--- src/hdl/bfa_pkg.sv ---
// shared types and constants for the best-fit aligned chunk allocator
// used by bfa_cell and the top level; no dependencies
package bfa_pkg;

	localparam int ADDR_W = 48;
	localparam int SIZE_W = 40;
	localparam int ALOG_W = 5;
	localparam int AM_W   = 31;

	localparam logic [1:0] ST_DONE  = 2'd0;
	localparam logic [1:0] ST_NOFIT = 2'd1;
	localparam logic [1:0] ST_SMALL = 2'd2;
	localparam logic [1:0] ST_FULL  = 2'd3;

	localparam logic [1:0] CMD_HOLD   = 2'd0;
	localparam logic [1:0] CMD_EVAL   = 2'd1;
	localparam logic [1:0] CMD_REMOVE = 2'd2;
	localparam logic [1:0] CMD_INSERT = 2'd3;

	typedef struct packed {
		logic              v;
		logic [ADDR_W-1:0] start;
		logic [SIZE_W-1:0] len;
	} chunk_t;

	// broadcast to every cell: len is the insert length or the wanted size
	typedef struct packed {
		logic [1:0]        op;
		logic [ADDR_W-1:0] start;
		logic [SIZE_W-1:0] len;
		logic [AM_W-1:0]   amask;
	} cell_cmd_t;

endpackage

--- src/hdl/bfa_cell.sv ---
// one slot of the length-ordered chunk chain
// depends on bfa_pkg; neighbors pass chunks for shifting and le/found chains
module bfa_cell (
	input  logic              clk,
	input  logic              arst_n,
	input  bfa_pkg::cell_cmd_t cmd,
	input  bfa_pkg::chunk_t   left,
	input  bfa_pkg::chunk_t   right,
	input  logic              le_left,
	input  logic              found_left,
	output bfa_pkg::chunk_t   chunk,
	output logic              le,
	output logic              found,
	output logic [bfa_pkg::ADDR_W-1:0] sel_start,
	output logic [bfa_pkg::SIZE_W-1:0] sel_len
);
	import bfa_pkg::*;

	logic              v_q;
	logic [ADDR_W-1:0] start_q;
	logic [SIZE_W-1:0] len_q;
	logic              hit_q;
	logic [ADDR_W:0]   astart;
	logic [ADDR_W:0]   aend;
	logic [ADDR_W:0]   cend;
	logic              fit;
	logic              first;

	always_comb begin
		astart = ({1'b0, start_q} + {{(ADDR_W+1-AM_W){1'b0}}, cmd.amask})
			& ~{{(ADDR_W+1-AM_W){1'b0}}, cmd.amask};
		aend = astart + {{(ADDR_W+1-SIZE_W){1'b0}}, cmd.len};
		cend = {1'b0, start_q} + {{(ADDR_W+1-SIZE_W){1'b0}}, len_q};
		// aligned block must stay below the address limit and inside the chunk
		fit = v_q && (len_q >= cmd.len) && !astart[ADDR_W]
			&& (aend <= {1'b1, {ADDR_W{1'b0}}}) && (aend <= cend);
	end

	assign chunk     = '{v: v_q, start: start_q, len: len_q};
	assign le        = v_q && (len_q <= cmd.len);
	assign found     = found_left | hit_q;
	assign first     = hit_q & ~found_left;
	assign sel_start = first ? start_q : '0;
	assign sel_len   = first ? len_q : '0;

	always_ff @(posedge clk or negedge arst_n) begin
		if (!arst_n) begin
			v_q   <= 1'b0;
			hit_q <= 1'b0;
		end else begin
			unique case (cmd.op)
				CMD_EVAL: begin
					hit_q <= fit;
				end
				CMD_REMOVE: begin
					if (found)
						v_q <= right.v;
					hit_q <= 1'b0;
				end
				CMD_INSERT: begin
					if (!le)
						v_q <= le_left ? 1'b1 : left.v;
				end
				default: begin
				end
			endcase
		end
	end

	always_ff @(posedge clk) begin
		unique case (cmd.op)
			CMD_REMOVE: begin
				if (found) begin
					start_q <= right.start;
					len_q   <= right.len;
				end
			end
			CMD_INSERT: begin
				if (!le) begin
					start_q <= le_left ? cmd.start : left.start;
					len_q   <= le_left ? cmd.len : left.len;
				end
			end
			default: begin
			end
		endcase
	end

endmodule

--- config.mk ---
export PLATFORM = sky130hd
export DESIGN_NAME = bfa_cell
export DESIGN_NICKNAME = d
export VERILOG_FILES = /design/src/hdl/bfa_pkg.sv /design/src/hdl/bfa_cell.sv
export SDC_FILE = /design/constraint.sdc
export NUM_CORES = 1
export LEC_CHECK = 0
export BUFFER_PORTS_ARGS = -buffer_cell sky130_fd_sc_hd__buf_2
export CAP_MARGIN = 20
export CORE_AREA = 2 2 186 188
export DETAILED_ROUTE_END_ITERATION = 8
export DIE_AREA = 0 0 188 190
export PLACE_DENSITY = 0.78
export SYNTH_ARGS = -nofsm -noshare
export SYNTH_HDL_FRONTEND = slang
export SYNTH_SLANG_ARGS = --single-unit
--- constraint.sdc ---
create_clock -name clk -period 18.5 [get_ports clk]
set_input_delay 1.85 -clock clk [delete_from_list [all_inputs] [get_ports clk]]
set_output_delay 1.85 -clock clk [all_outputs]
set_load 0.02 [all_outputs]
==> impl_metrics.tcl <==
set metrics [dict create \
    min_delay_path_depth 1 \
    post_dp_cell_area_um2 16930 \
    hold_violations 0 \
    relSlewSlack_pct 35.65 \
    hpwl_mm 45.67 \
    arrival_ns 9.81 \
    timing.rr.end "hit_q" \
    final_area_um2 17260 \
    worstPathRequired_ns 18.78 \
    wire_per_inst_um 20.53 \
    clockBufferDepth 2 \
    cpMostUsedCell "a21oi_1" \
    insertion_delay_ns 0.38 \
    gr-total-overflow 0 \
    drtIter0Drc 1150 \
    synth_top_area_share_pct 18.67 \
    worst_path_max_delay_cell "a221oi_1" \
    cp-start-kind "input pin" \
    hold_class "reg2reg" \
    antenna_found_initial 1 \
    grt_pass1_vias 14310 \
    detail_route.first_pass.iterations 5 \
    dieArea_um2 35720 \
    cts.sinks 90 \
    pwr-share-clk_pct 15.3 \
    path_class "in2reg" \
    r2r_slack_ns 9.96 \
    slowest_delay_ns 0.57 \
    path_max_fanout 6 \
    viasPerCell 5.687 \
    drive_above_1_share_pct 23.62 \
    slew_violations 0 \
    p_per_area_nw_per_um2 72.43 \
    hp-start "v_q" \
    fillers 3326 \
    synthesis.area_um2 14150 \
    skew_ns 0.02258 \
    vias 15210 \
    grt_pass1_wl_mm 81.34 \
    worstMarginPinSlew_ns 0.9652 \
    rows 68 \
    status "finished, final reports clean" \
    seq_power_share_pct 22.8 \
    start_util_pct 41.69 \
    p_comb_share_pct 61.9 \
    clock.fmax_mhz 104.9 \
    p_sw_share_pct 47.50 \
    synthCells 1783 \
    drc_errors 0 \
    postRouteAntennaNets 0 \
    finalPower_mw 1.250 \
    synth_cell_types 77 \
    place.gp.congestion 1.005 \
    postCtsSetupBuffers 0 \
    syn_avg_cell_area_um2 7.937 \
    leakage_nw 8.559 \
    grt_max_degree 94 \
    r2r_cells 35 \
    tns_ns 0 \
    die_h_um 190 \
    seq_area_frac_synth_pct 19.03 \
    ios 482 \
    internal-power_mw 0.6563 \
    synth-seq-cells 90 \
    portBuffers 481 \
    die_w_um 188 \
    netlist_top_cells_count "a21oi_1, ha_1, nor2_1" \
    maxCapViolCount 0 \
    async_reset_ff_share_pct 2.222 \
    grt_use_total_pct 29.46 \
    synth_edf_count 88 \
    peakVddDrop_mv 0.05296 \
    synth_nets 2290 \
    setup_viol 0 \
    cts_tree "done" \
    rr_startpoint "start_q[1]" \
    rsz0062_at_grt "false" \
    cts_resized 0 \
    cts_hold_buf 0 \
    period_share_pct 51.52 \
    area_growth_pct 21.97 \
    synth.largest_area_cell "edfxtp_1" \
    synth.most_common_cell "a21oi_1" \
    synth_area_leaders "edfxtp_1, ha_1, a21oi_1" \
    power_switching_mw 0.5938 \
    design.core.area_um2 33950 \
    cp-end-kind "flip-flop" \
    totalWireLength_mm 54.91 \
    root_buffer "clkbuf_16" \
    nets 2720 \
    yosys_warnings 0 \
    period_needed_ns 9.532 \
    htree_levels 3 \
    ys.flop_type "edfxtp_1" \
    min_to "v_q" \
    clkSlewWorstSetupHoldPaths_ns 0.08 \
    numCtsBuffers 9 \
]
-- state kept, by name, indices dropped and copies added (netlist names) --
| name | flops |
|---|---|
| start_q | 48 |
| hit_q | 1 |
| len_q | 40 |
| v_q | 1 |
-- cells in the final DEF, fill, tap and decap left out, types with 9 or more instances in the layout --
cell type    n
o21a_1      22
o21ai_0     73
xnor2_1     71
buf_2      480
edfxtp_1    88
a221oi_1     9
o21bai_1    19
a31oi_1     15
and3_1      16
nand2_1     95
nor3_1      21
inv_1       77
nand2b_1    11
nand4_1     40
nor2_1     198
o21ai_1     13
a211oi_1    15
a21o_1      82
and2_1      97
clkbuf_16    9
nor2b_1     19
xor2_1      60
mux2i_1     88
o211ai_1    14
nor4_1      10
nand3_1     32
a21oi_1    227
ha_1       200
-- cell type report --
type	count	area (um^2)	share of cell area, %
multi-input combinational	1549	10940	63.39
sequential	90	2693	15.60
timing repair buffer	486	2467	14.30
tap	455	569.3	3.298
inverter	77	289.0	1.675
clock buffer	9	225.2	1.305
clock inverter	7	71.32	0.4132
antenna	2	5.005	0.02900
-- critical path: cells and delay by family --
kind	cells	cell delay (ns)
adders and majority gates	3	1.10
and+or+nand+nor	15	2.70
buffers and inverters	2	0.17
AOI/OAI and AO/OA	14	3.68
xor gates and xnor gates	2	0.32
-- power groups by stage --
| stage | sequential, mW | clock (mW) | combinational, mW |
|---|---|---|---|
| 5_1_grt | 0.288 | 0.203 | 0.855 |
| 3_3_place_gp | 0.289 | 0 | 0.745 |
| 4_1_cts | 0.285 | 0.196 | 0.763 |
| 3_5_place_dp | 0.290 | 0 | 0.758 |
| 6_report | 0.285 | 0.191 | 0.774 |
| 2_1_floorplan | 0.292 | 0 | 0.520 |
-- metal layers --
layer | wire (um) | GRT usage, % | vias to the layer above
met5 | 0 | 0 | -
met1 | 24000 | 38.05 | 7131
met2 | 26480 | 52.13 | 586
met4 | 1074 | 6.844 | 0
li1 | - | - | 7434
met3 | 3358 | 3.874 | 62
-- stage by stage --
| stage | util [%] | std cells | hold WS [ns] | worst slack [ns] |
|---|---|---|---|---|
| floorplan | - | 1783 | 0.5037 | 10.20 |
| CTS | 50.75 | 2672 | 0.6242 | 9.087 |
| finish | 50.84 | 2675 | 0.6231 | 8.968 |
| global placement | 49.87 | 2656 | 0.5806 | 9.197 |
| global route | 50.84 | 2674 | 0.6558 | 8.293 |
| detailed placement | 49.87 | 2656 | 0.6041 | 8.730 |
-- kinds of logic after synthesis --
group                      share of synthesized area (%)
xor gates and xnor gates                           8.108
adders and majority gates                          18.20
and+or+nand+nor                                    20.18
muxes                                              6.304
AOI/OAI and AO/OA                                  24.31
DFF                                                19.03
buffers and inverters                              3.882
-- worst max path at each step --
| stage | start | slack (ns) | cells past startpoint | to |
|---|---|---|---|---|
| global route | cmd[1] | 8.29 | 36 | hit_q |
| global placement | cmd[1] | 9.20 | 36 | hit_q |
| detailed placement | cmd[1] | 8.73 | 36 | hit_q |
| floorplan | cmd[1] | 10.20 | 35 | hit_q |
| CTS | cmd[1] | 9.09 | 36 | hit_q |
| finish | cmd[1] | 8.97 | 36 | hit_q |
(Power assumes the default switching activity.)
